## src/design/modular_arithmetic_unit_defines.svh

```systemverilog
// Assertion macros shared by the modular arithmetic unit modules.
`ifndef MODULAR_ARITHMETIC_UNIT_DEFINES_SVH
`define MODULAR_ARITHMETIC_UNIT_DEFINES_SVH

// Same-cycle implication, clocked on clk, off during reset.
`define MAU_ASSERT_IMP(lbl, ante, cons, msg) \
	lbl: assert property (@(posedge clk) disable iff (!arst_n) (ante) |-> (cons)) \
		else $error(msg);

// Next-cycle implication, clocked on clk, off during reset.
`define MAU_ASSERT_NXT(lbl, ante, cons, msg) \
	lbl: assert property (@(posedge clk) disable iff (!arst_n) (ante) |=> (cons)) \
		else $error(msg);

`endif

```

## src/design/mau_pkg.sv

```systemverilog
// Shared types, codes and helper functions of the modular arithmetic unit.
`default_nettype none
package mau_pkg;
	localparam int W = 32;
	localparam int CNT_W = $clog2(W + 1);

	localparam logic [2:0] OP_ADD = 3'd0;
	localparam logic [2:0] OP_SUB = 3'd1;
	localparam logic [2:0] OP_MUL = 3'd2;
	localparam logic [2:0] OP_NEG = 3'd3;
	localparam logic [2:0] OP_INV = 3'd4;

	typedef logic [W-1:0] word_t;

	typedef enum logic [1:0] {DIV_A, DIV_B, DIV_R} div_sel_t;
	typedef enum logic [2:0] {RES_ZERO, RES_ADD, RES_SUB, RES_NEG, RES_ACC, RES_T1} res_sel_t;

	typedef struct packed {
		logic     load;
		logic     div_start;
		div_sel_t div_sel;
		logic     div_step;
		logic     save_ar;
		logic     save_br;
		logic     mul_start;
		logic     mul_inv;
		logic     mul_dbl;
		logic     mul_add;
		logic     inv_init;
		logic     inv_upd;
		logic     set_res;
		res_sel_t res_sel;
		logic     res_st;
		logic     out_load;
	} mau_cmd_t;

	typedef struct packed {
		logic [2:0] op;
		logic       n_zero;
		logic       a_ge_n;
		logic       r2_zero;
		logic       r1_one;
	} mau_sts_t;

	// x, y < n
	function automatic word_t add_mod(word_t x, word_t y, word_t n);
		logic [W:0] s;
		s = {1'b0, x} + {1'b0, y};
		if (s >= {1'b0, n})
			s = s - {1'b0, n};
		return s[W-1:0];
	endfunction

	// x, y < n; wraps through 2^W when y > x
	function automatic word_t sub_mod(word_t x, word_t y, word_t n);
		word_t d;
		d = x - y;
		if (x < y)
			d = d + n;
		return d;
	endfunction
endpackage
`default_nettype wire

```

## src/design/modular_arithmetic_unit.sv

```systemverilog
// Modular arithmetic unit over Zn: add, subtract, multiply, negate and Euclid inverse.
// One item at a time. Unless the modulus is zero or the operation code is
// reserved, every item first reduces both operands with a 1-bit-per-cycle
// divider; then add/sub/negate pick their result directly, multiply runs a
// double-and-add loop, and the inverse runs one extended Euclid round per
// remainder step, each a division plus a modular multiply (up to ~46 rounds
// for 32-bit values). A finished result waits in an output register, so in_ready
// returns while it is still pending. The modulus register resets to 2 and is
// written through cfg_valid/cfg_data; write it only while the unit is idle.
`default_nettype none
module modular_arithmetic_unit (
	input  wire logic           clk,
	input  wire logic           arst_n,
	input  wire logic           cfg_valid,
	output logic                cfg_ready,
	input  wire mau_pkg::word_t cfg_data,
	input  wire logic           in_valid,
	output logic                in_ready,
	input  wire logic [2:0]     operation,
	input  wire mau_pkg::word_t operand_a,
	input  wire mau_pkg::word_t operand_b,
	output logic                out_valid,
	input  wire logic           out_ready,
	output mau_pkg::word_t      result,
	output logic                status
);
	import mau_pkg::*;

	word_t     modulus_q;
	mau_cmd_t  cmd;
	mau_sts_t  sts;

	assign cfg_ready = 1'b1;

	always_ff @(posedge clk or negedge arst_n) begin
		if (!arst_n)
			modulus_q <= word_t'(2);
		else if (cfg_valid)
			modulus_q <= cfg_data;
	end

	mau_ctrl u_ctrl (
		.clk       (clk),
		.arst_n    (arst_n),
		.in_valid  (in_valid),
		.in_ready  (in_ready),
		.out_valid (out_valid),
		.out_ready (out_ready),
		.sts       (sts),
		.cmd       (cmd)
	);

	mau_datapath u_dp (
		.clk       (clk),
		.arst_n    (arst_n),
		.modulus   (modulus_q),
		.operation (operation),
		.operand_a (operand_a),
		.operand_b (operand_b),
		.cmd       (cmd),
		.sts       (sts),
		.result    (result),
		.status    (status)
	);
endmodule
`default_nettype wire

```

## src/design/mau_datapath.sv

```systemverilog
// Datapath: operand registers, shift-subtract divider, shift-add modular multiplier, Euclid state.
`default_nettype none
`include "modular_arithmetic_unit_defines.svh"
module mau_datapath (
	input  wire logic             clk,
	input  wire logic             arst_n,
	input  wire mau_pkg::word_t   modulus,
	input  wire logic [2:0]       operation,
	input  wire mau_pkg::word_t   operand_a,
	input  wire mau_pkg::word_t   operand_b,
	input  wire mau_pkg::mau_cmd_t cmd,
	output mau_pkg::mau_sts_t     sts,
	output mau_pkg::word_t        result,
	output logic                  status
);
	import mau_pkg::*;

	logic [2:0] op_q;
	word_t a_q, b_q, ar_q, br_q;
	word_t r1_q, r2_q, t1_q, t2_q;
	word_t acc_q, mx_q, my_q;
	word_t dv_q, dd_q, rem_q, quo_q;
	word_t res_q, result_q;
	logic  st_q, status_q;

	logic [W:0] rem_w, rem_sub;
	logic       rem_ge;
	word_t      qm, res_d;

	assign rem_w   = {rem_q, dv_q[W-1]};
	assign rem_ge  = rem_w >= {1'b0, dd_q};
	assign rem_sub = rem_w - {1'b0, dd_q};
	// quotient reaches n only for r1 = n, r2 = 1
	assign qm      = (quo_q >= modulus) ? quo_q - modulus : quo_q;

	always_comb begin
		case (cmd.res_sel)
			RES_ADD: res_d = add_mod(ar_q, br_q, modulus);
			RES_SUB: res_d = sub_mod(ar_q, br_q, modulus);
			RES_NEG: res_d = (ar_q == '0) ? '0 : modulus - ar_q;
			RES_ACC: res_d = acc_q;
			RES_T1:  res_d = t1_q;
			default: res_d = '0;
		endcase
	end

	always_ff @(posedge clk) begin
		if (cmd.load) begin
			op_q <= operation;
			a_q  <= operand_a;
			b_q  <= operand_b;
		end
		if (cmd.div_start) begin
			rem_q <= '0;
			quo_q <= '0;
			case (cmd.div_sel)
				DIV_A: begin dv_q <= a_q;  dd_q <= modulus; end
				DIV_B: begin dv_q <= b_q;  dd_q <= modulus; end
				DIV_R: begin dv_q <= r1_q; dd_q <= r2_q;    end
				default: begin dv_q <= a_q; dd_q <= modulus; end
			endcase
		end else if (cmd.div_step) begin
			rem_q <= rem_ge ? rem_sub[W-1:0] : rem_w[W-1:0];
			quo_q <= {quo_q[W-2:0], rem_ge};
			dv_q  <= {dv_q[W-2:0], 1'b0};
		end
		if (cmd.save_ar)
			ar_q <= rem_q;
		if (cmd.save_br)
			br_q <= rem_q;
		if (cmd.mul_start) begin
			acc_q <= '0;
			mx_q  <= cmd.mul_inv ? qm : ar_q;
			my_q  <= cmd.mul_inv ? t2_q : br_q;
		end else if (cmd.mul_dbl) begin
			acc_q <= add_mod(acc_q, acc_q, modulus);
		end else if (cmd.mul_add) begin
			if (my_q[W-1])
				acc_q <= add_mod(acc_q, mx_q, modulus);
			my_q <= {my_q[W-2:0], 1'b0};
		end
		if (cmd.inv_init) begin
			r1_q <= modulus;
			r2_q <= a_q;
			t1_q <= '0;
			t2_q <= (modulus == word_t'(1)) ? '0 : word_t'(1);
		end else if (cmd.inv_upd) begin
			r1_q <= r2_q;
			r2_q <= rem_q;
			t1_q <= t2_q;
			t2_q <= sub_mod(t1_q, acc_q, modulus);
		end
		if (cmd.set_res) begin
			res_q <= res_d;
			st_q  <= cmd.res_st;
		end
		if (cmd.out_load) begin
			result_q <= res_q;
			status_q <= st_q;
		end
	end

	assign sts.op      = op_q;
	assign sts.n_zero  = modulus == '0;
	assign sts.a_ge_n  = a_q >= modulus;
	assign sts.r2_zero = r2_q == '0;
	assign sts.r1_one  = r1_q == word_t'(1);
	assign result      = result_q;
	assign status      = status_q;

	`MAU_ASSERT_NXT(a_result_reduced, cmd.out_load && modulus != '0, result_q < modulus, "result not below modulus")
	`MAU_ASSERT_NXT(a_fail_gives_zero, cmd.out_load, !status_q || result_q == '0, "failed inverse with nonzero result")
endmodule
`default_nettype wire

```

## src/design/mau_ctrl.sv

```systemverilog
// Controller: sequences reduction, multiplication and Euclid steps, owns the input and output handshakes.
`default_nettype none
`include "modular_arithmetic_unit_defines.svh"
module mau_ctrl (
	input  wire logic              clk,
	input  wire logic              arst_n,
	input  wire logic              in_valid,
	output logic                   in_ready,
	output logic                   out_valid,
	input  wire logic              out_ready,
	input  wire mau_pkg::mau_sts_t sts,
	output mau_pkg::mau_cmd_t      cmd
);
	import mau_pkg::*;

	typedef enum logic [3:0] {
		S_IDLE, S_PREP, S_DIVA, S_DIVB, S_DISP, S_MUL_D, S_MUL_A, S_MUL_END,
		S_ILOOP, S_IDIV, S_FIN
	} state_t;

	state_t           state_q, state_d;
	logic [CNT_W-1:0] cnt_q, cnt_d;
	logic             out_valid_q;

	assign in_ready  = state_q == S_IDLE;
	assign out_valid = out_valid_q;

	always_comb begin
		cmd     = '0;
		state_d = state_q;
		cnt_d   = cnt_q;
		case (state_q)
			S_IDLE: begin
				if (in_valid) begin
					cmd.load = 1'b1;
					state_d  = S_PREP;
				end
			end
			S_PREP: begin
				if (sts.n_zero || sts.op > OP_INV) begin
					cmd.set_res = 1'b1;
					cmd.res_sel = RES_ZERO;
					cmd.res_st  = sts.op == OP_INV;
					state_d     = S_FIN;
				end else begin
					cmd.div_start = 1'b1;
					cmd.div_sel   = DIV_A;
					cnt_d         = '0;
					state_d       = S_DIVA;
				end
			end
			S_DIVA: begin
				if (cnt_q != CNT_W'(W)) begin
					cmd.div_step = 1'b1;
					cnt_d        = cnt_q + CNT_W'(1);
				end else begin
					cmd.save_ar   = 1'b1;
					cmd.div_start = 1'b1;
					cmd.div_sel   = DIV_B;
					cnt_d         = '0;
					state_d       = S_DIVB;
				end
			end
			S_DIVB: begin
				if (cnt_q != CNT_W'(W)) begin
					cmd.div_step = 1'b1;
					cnt_d        = cnt_q + CNT_W'(1);
				end else begin
					cmd.save_br = 1'b1;
					state_d     = S_DISP;
				end
			end
			S_DISP: begin
				case (sts.op)
					OP_ADD: begin cmd.set_res = 1'b1; cmd.res_sel = RES_ADD; state_d = S_FIN; end
					OP_SUB: begin cmd.set_res = 1'b1; cmd.res_sel = RES_SUB; state_d = S_FIN; end
					OP_NEG: begin cmd.set_res = 1'b1; cmd.res_sel = RES_NEG; state_d = S_FIN; end
					OP_MUL: begin
						cmd.mul_start = 1'b1;
						cnt_d         = '0;
						state_d       = S_MUL_D;
					end
					OP_INV: begin
						if (sts.a_ge_n) begin
							cmd.set_res = 1'b1;
							cmd.res_sel = RES_ZERO;
							cmd.res_st  = 1'b1;
							state_d     = S_FIN;
						end else begin
							cmd.inv_init = 1'b1;
							state_d      = S_ILOOP;
						end
					end
					default: begin cmd.set_res = 1'b1; cmd.res_sel = RES_ZERO; state_d = S_FIN; end
				endcase
			end
			S_MUL_D: begin
				cmd.mul_dbl = 1'b1;
				state_d     = S_MUL_A;
			end
			S_MUL_A: begin
				cmd.mul_add = 1'b1;
				cnt_d       = cnt_q + CNT_W'(1);
				state_d     = (cnt_q == CNT_W'(W - 1)) ? S_MUL_END : S_MUL_D;
			end
			S_MUL_END: begin
				if (sts.op == OP_INV) begin
					cmd.inv_upd = 1'b1;
					state_d     = S_ILOOP;
				end else begin
					cmd.set_res = 1'b1;
					cmd.res_sel = RES_ACC;
					state_d     = S_FIN;
				end
			end
			S_ILOOP: begin
				if (sts.r2_zero) begin
					cmd.set_res = 1'b1;
					cmd.res_sel = sts.r1_one ? RES_T1 : RES_ZERO;
					cmd.res_st  = !sts.r1_one;
					state_d     = S_FIN;
				end else begin
					cmd.div_start = 1'b1;
					cmd.div_sel   = DIV_R;
					cnt_d         = '0;
					state_d       = S_IDIV;
				end
			end
			S_IDIV: begin
				if (cnt_q != CNT_W'(W)) begin
					cmd.div_step = 1'b1;
					cnt_d        = cnt_q + CNT_W'(1);
				end else begin
					cmd.mul_start = 1'b1;
					cmd.mul_inv   = 1'b1;
					cnt_d         = '0;
					state_d       = S_MUL_D;
				end
			end
			S_FIN: begin
				if (!out_valid_q || out_ready) begin
					cmd.out_load = 1'b1;
					state_d      = S_IDLE;
				end
			end
			default: state_d = S_IDLE;
		endcase
	end

	always_ff @(posedge clk or negedge arst_n) begin
		if (!arst_n) begin
			state_q     <= S_IDLE;
			cnt_q       <= '0;
			out_valid_q <= 1'b0;
		end else begin
			state_q <= state_d;
			cnt_q   <= cnt_d;
			if (cmd.out_load)
				out_valid_q <= 1'b1;
			else if (out_ready)
				out_valid_q <= 1'b0;
		end
	end

	`MAU_ASSERT_NXT(a_accept_leaves_idle, in_valid && in_ready, state_q == S_PREP, "accepted transaction not started")
	`MAU_ASSERT_NXT(a_load_shows_result, cmd.out_load, out_valid_q && state_q == S_IDLE, "loaded result not presented")
	`MAU_ASSERT_IMP(a_cnt_range, 1'b1, cnt_q <= CNT_W'(W), "step counter out of range")
endmodule
`default_nettype wire

```

## config.mk

```make
export PLATFORM = sky130hd
export DESIGN_NAME = modular_arithmetic_unit
export DESIGN_NICKNAME = d
export VERILOG_FILES = /design/src/design/mau_pkg.sv /design/src/design/modular_arithmetic_unit.sv /design/src/design/mau_datapath.sv /design/src/design/mau_ctrl.sv
export VERILOG_INCLUDE_DIRS = /design/src /design/src/design
export SDC_FILE = /design/constraint.sdc
export NUM_CORES = 2
export LEC_CHECK = 0
export BUFFER_PORTS_ARGS = -buffer_cell sky130_fd_sc_hd__clkbuf_2
export CORE_MARGIN = 5
export CORE_UTILIZATION = 50
export CTS_BUF_LIST = sky130_fd_sc_hd__clkbuf_2
export CTS_CLUSTER_SIZE = 25
export DETAILED_ROUTE_END_ITERATION = 8
export GPL_TIMING_DRIVEN = 0
export PLACE_DENSITY = 0.73
export SLEW_MARGIN = 5
export SYNTH_ARGS = -nofsm -noshare
export SYNTH_HDL_FRONTEND = slang
export SYNTH_HIERARCHICAL = 1
export SYNTH_SLANG_ARGS = --single-unit
```

## constraint.sdc

```tcl
create_clock -name clk -period 20.8 [get_ports clk]
set_clock_uncertainty 0.2 [all_clocks]
set_input_delay 6.24 -clock clk [delete_from_list [all_inputs] [get_ports clk]]
set_output_delay 6.24 -clock clk [all_outputs]
set_load 0.03 [all_outputs]
```

* After elaboration in Yosys (flattened, before gate mapping)
Cells that the tools add are included.
Word-level totals: bits in registers 592, input bits 104, output and inout bits 36, word-level logic and storage cells 185
Operators by class: $add $sub $neg 14, magnitude comparators 9, equality and inequality tests 35, multiplexer cells 81, reductions and logical operators 22
Operator list (number):
- 2-to-1 mux 32 bit | 25
- subtractor 32 bit | 8
- one-hot mux 32 bit (5 select lines) | 1
- >= comparator 33 x 32 -> 1 bit | 4
- adder 32 x 32 -> 33 bit | 3
- logical NOT 32 bit | 3
- adder 32 bit | 2
- == test 32 x 1 -> 1 bit (second input constant) | 2
- >= comparator 32 bit | 2
- < comparator 32 bit | 2
- one-hot mux 32 bit (2 select lines) | 1
- one-hot mux 4 bit (11 select lines) | 1
- one-hot mux 6 bit (6 select lines) | 1
- 2-to-1 mux 6 bit | 5
- 2-to-1 mux 4 bit | 7
- 2-to-1 mux 1 bit | 22
- one-hot mux 4 bit (5 select lines) | 1
- == test 4 x 3 -> 1 bit (second input constant) | 4
- one-hot mux 4 bit (4 select lines) | 1
- 2-to-1 mux 5 bit | 3
- inequality test 2 bit (second input constant) | 7
- == test 3 x 2 -> 1 bit (second input constant) | 4
- == test 4 bit (second input constant) | 3
- 2-to-1 mux 3 bit | 4
- 26 further kinds | 45

* Longest topological paths before layout
depth in word-level cells 7, mapped depth 27, mapped depth without buffers 25

* Cells and area by module
Netlist, hierarchy kept.
By module, submodules not included:
- mau_datapath | times used 1, cells each 4670, area an instance 43236.5 um2, sequential area each 15204.6 um2
- modular_arithmetic_unit | times used 1, cells each 70, area an instance 1357.6 um2, sequential area each 802.0 um2
- mau_ctrl | times used 1, cells each 137, area an instance 1077.3 um2, sequential area each 275.3 um2

* Least setup slack after synthesis
No wires, ideal clock.
path type in2reg, start input out_ready, end register u_dp.result_q[0], in the netlist u_dp/result[0], enable pin, setup time 0.427 ns, arrival time 7.877 ns, required time 20.173 ns, path slack 12.296 ns, cell stages on the path 2, buffers on the path 0, cells stage by stage nand2b_1 nor2b_1
RTL lines:
- start: declaration | line modular_arithmetic_unit.sv:23 | input wire logic out_ready,
- end signal: assignment | line mau_datapath.sv:98 | result_q <= res_q;
- end: declaration | line mau_datapath.sv:23 | word_t res_q, result_q;

* Final worst setup path
start register u_ctrl.state_q[2], end output in_ready
On the way: word-level cells in the longest chain between the ends 1
RTL lines:
- start: declaration | line mau_ctrl.sv:21 | state_t state_q, state_d;
- start signal: assignment | line mau_ctrl.sv:156 | state_q <= state_d;
- logical NOT 4 bit | line mau_ctrl.sv:25 | assign in_ready = state_q == S_IDLE;
- end: declaration | line modular_arithmetic_unit.sv:18 | output logic in_ready,
Every way passes these cells.

==> results.md <==
- Run status: finished with violations
- Failing checks: DRC, capacitance limit, slew limit
- Slew @ Worst Pin: 1.54 ns
- Final setup fails: 0
- Setup Buffers After CTS: 0
- Nets: 5720
- Detail Placement HPWL: 136 mm
- CP Buf/Inv Count: 3
- Vias in the first global route: 39000
- Placer congestion estimate: 1.06
- Leak pwr: 20.8 nW
- Max-Cap Viols: 1
- Most used cell along the critical path: buf_2
- Core area: 90300 µm²
- Slowest stage delay, CP: 0.37 ns
- CP top delay family: buffers and inverters
- Final instance area: 49500 µm²
- Tmin final: 9.26 ns
- Worst setup path category: register to output port
- DR iter-0 viols: 5123
- Total power draw: 6.71 mW
- Synthesized area: 45700 µm²
- TritonCTS clock tree: yes
- H-tree levels: 4
- PostCTS Resize Cnt: 0
- Hold path depth: 0
- Ratio of cells with drive above 1 in the final layout: 12.2%
- Clk slew on worst S/H paths: 0.10 ns
- Die ar.: 97500 µm²
- Largest net degree at the start of global routing: 68
- Worst EP required: 14.36 ns
- Syn_area_per_cell: 9.36 µm²
- First-pass GRT wire length: 249 mm
- Post-synth EDFFs: 421
- Clock insertion delay at the later pin of the skew report: 1.44 ns
- Worst-path cell chain: buf_2 > buf_2 > nor4_2 > clkbuf_2
- Worst reg-to-reg path cell count: 18
- WP depth: 4
- Setup_tns: 0 ns
- Max frequency: 108 MHz
- Pre-antenna DRT Iters: 9
- CP Capture Type: output port
- DRT Wirelength: 173 mm
- Initial core utilization: 50.6%
- Setup ws final: 11.54 ns
- Num rows: 110
- Pwr/cell area: 136 nW/µm²
- Root buf cell: clkbuf_2
- Yosys cell types: 115
- Arrival time at the worst endpoint: 2.82 ns
- Ys flop type: edfxtp_1
- Detailed-route via count: 41500
- Cts bufs inserted: 159
- Relative slew margins: -3.42%
- Min-Delay Path Class: register to register
- DP Worst Slack: 12.94 ns
- CTS Hold Bufs: 0
- Grt total ovfl: 0
- Slew Limit Fails: 8
- Tcrit/Tclk final: 44.5%
- Sequential fraction of the synthesis area: 35.7%
- Number of synthesized register bits: 592
- Synthesis-to-finish area growth: 8.33%
- Max Buffers Root-to-Sink: 3
- Wire per inst: 26.7 µm
- Crit path launch type: register
- # clock sinks: 592
- Final ANT Viol Nets: 0
- Ys Warns: 6
- RSZ-0062 raised after global routing: no
- Mapped Cells: 4877
- Placed instance area: 48000 µm²
- Syn Nets: 5414
- GRT Util Overall: 34.2%
- Post-synth ARST share: 7.26%
- Die Y-Extent: 312 µm
- Max stage delay cell, worst path: dfrtp_1
- Final core utilization: 54.8%
- VDD IR max: 0.0000692 V
- Routed vias/inst: 6.39
- I/O Buffers: 137
- Io pins: 140
- Critical path fanouts, max: 10
- Horiz. Die Dim: 312 µm
- DR DRC count: 1
- Hold violation count in the final report: 0
- Initial antenna violation count: 14
[power by group]
group | internal (mW) | leakage (nW) | switching (mW)
registers | 1.60 | 5.42 | 0.332
logic | 1.56 | 14.3 | 2.37
clock network | 0.309 | 1.11 | 0.534
[area by class of cell]
class                      count  area [µm²]
clock buffer                 230        1150
clock inverter                62         314
timing repair buffer         145         803
sequential                   592       16300
multi-input combinational   3800       27300
tap                         1176        1470
inverter                     293        1100
fill                        8216       40800
buffer                       192         996
antenna                        8        20.0
[cells in the mapped netlist (all sizes together), types with 46 or more instances]
library cell | count | share of area (%)
xnor2 | 228 | 4.4
nor2b | 55 | 0.75
o21a | 46 | 0.76
nand3 | 106 | 1.2
o21ai | 282 | 3.1
o211ai | 53 | 0.88
clkbuf | 128 | 1.2
edfxtp | 421 | 28
inv | 291 | 2.4
nand2 | 323 | 2.7
a21oi | 423 | 4.7
a211oi | 72 | 1.2
nand2b | 54 | 0.76
nor2 | 423 | 3.5
o21bai | 47 | 0.77
dfxtp | 128 | 5.6
a31oi | 51 | 0.70
nor3 | 68 | 0.76
mux2 | 128 | 3.4
mux2i | 159 | 3.5
buf | 63 | 0.95
xor2 | 101 | 1.9
a21o | 166 | 2.7
ha | 421 | 12
nand4 | 63 | 0.88
[routing by layer]
layer,GRT usage [%],part of all wire [%],vias up
met2,51.7,42,2466
met3,10.9,12,617
met4,23.9,8.4,10
met5,1.04,0.17,-
li1,-,-,18900
met1,41.3,37,19500
[final timing paths]
check | start | endpoint | slack (ns)
worst max-delay path | u_ctrl/state_q[2]$_DFFE_PN0P_ | in_ready | 11.54
worst min-delay path | u_dp/res_q[27]$_DFFE_PP_ | u_dp/result[27]$_DFFE_PP_ | 0.14
worst max register to register | modulus_q[1]$_DFFE_PN1P_ | u_dp/r2_q[5]$_DFFE_PP_ | 12.30
worst min register to register | u_dp/res_q[27]$_DFFE_PP_ | u_dp/result[27]$_DFFE_PP_ | 0.14
max in group asynchronous | arst_n | modulus_q[24]$_DFFE_PN0P_ | 15.18
min in group asynchronous | arst_n | u_ctrl/cnt_q[2]$_DFFE_PN0P_ | 4.56
[cell families (layout without fill, tap and decap cells)]
| logic type | after synthesis | count (layout) | share of synthesized area, % |
|---|---|---|---|
| AO/OA/AOI/OAI | 1458 | 1458 | 21.0 |
| AND/OR/NAND/NOR | 1292 | 1292 | 13.5 |
| flip-flops | 592 | 592 | 35.7 |
| buffers and inverters | 485 | 922 | 4.59 |
| adder cells (fa/ha/maj) | 433 | 433 | 12.1 |
| XOR/XNOR | 329 | 329 | 6.33 |
| multiplexers | 287 | 287 | 6.89 |
| other | 1 | 9 | 0.00821 |
[layout by cell type, fill, tap and decap left out, drive strengths merged, types with 30 or more instances in the layout]
| master | instances |
|---|---|
| ha | 421 |
| nand2 | 323 |
| xnor2 | 228 |
| nand3 | 106 |
| buf | 72 |
| a21oi | 423 |
| dfxtp | 128 |
| nand4 | 63 |
| nor4 | 43 |
| inv | 298 |
| a211oi | 72 |
| a31oi | 51 |
| o21bai | 47 |
| mux2i | 159 |
| clkinv | 55 |
| nor2b | 55 |
| o21a | 46 |
| clkbuf | 494 |
| dfrtp | 42 |
| nor2 | 423 |
| mux2 | 128 |
| xor2 | 101 |
| a21o | 166 |
| a222oi | 30 |
| edfxtp | 421 |
| nand2b | 54 |
| nor3 | 68 |
| o21ai | 282 |
| o211ai | 53 |
| o221ai | 35 |
| a22oi | 45 |
| and3 | 40 |
[per-stage QoR]
stage	cells	hold WS, ns
after floorplan	4877	0.200
after detailed placement	6197	0.205
after global routing	6494	0.202
final	6498	0.143
after CTS	6489	0.173
after global placement	6190	0.202
[worst reg2reg max path, cell delays in order, from the launching register on]
cell and delay (ns):
dfstp_2 0.87, inv_1 0.56, ha_1 0.47, a21o_1 0.16, a21o_1 0.17, a21o_1 0.17, a21o_1 0.17, a21oi_1 0.13
nor2_1 0.06, a211oi_1 0.33, o211ai_1 0.24, a221oi_1 0.79, o31ai_1 0.46, nor3_1 0.31, clkbuf_1 0.51, clkbuf_1 0.62
clkbuf_1 0.91, or2_4 0.64, buf_16 0.36
Note: power is estimated with default switching activity, not from simulation.
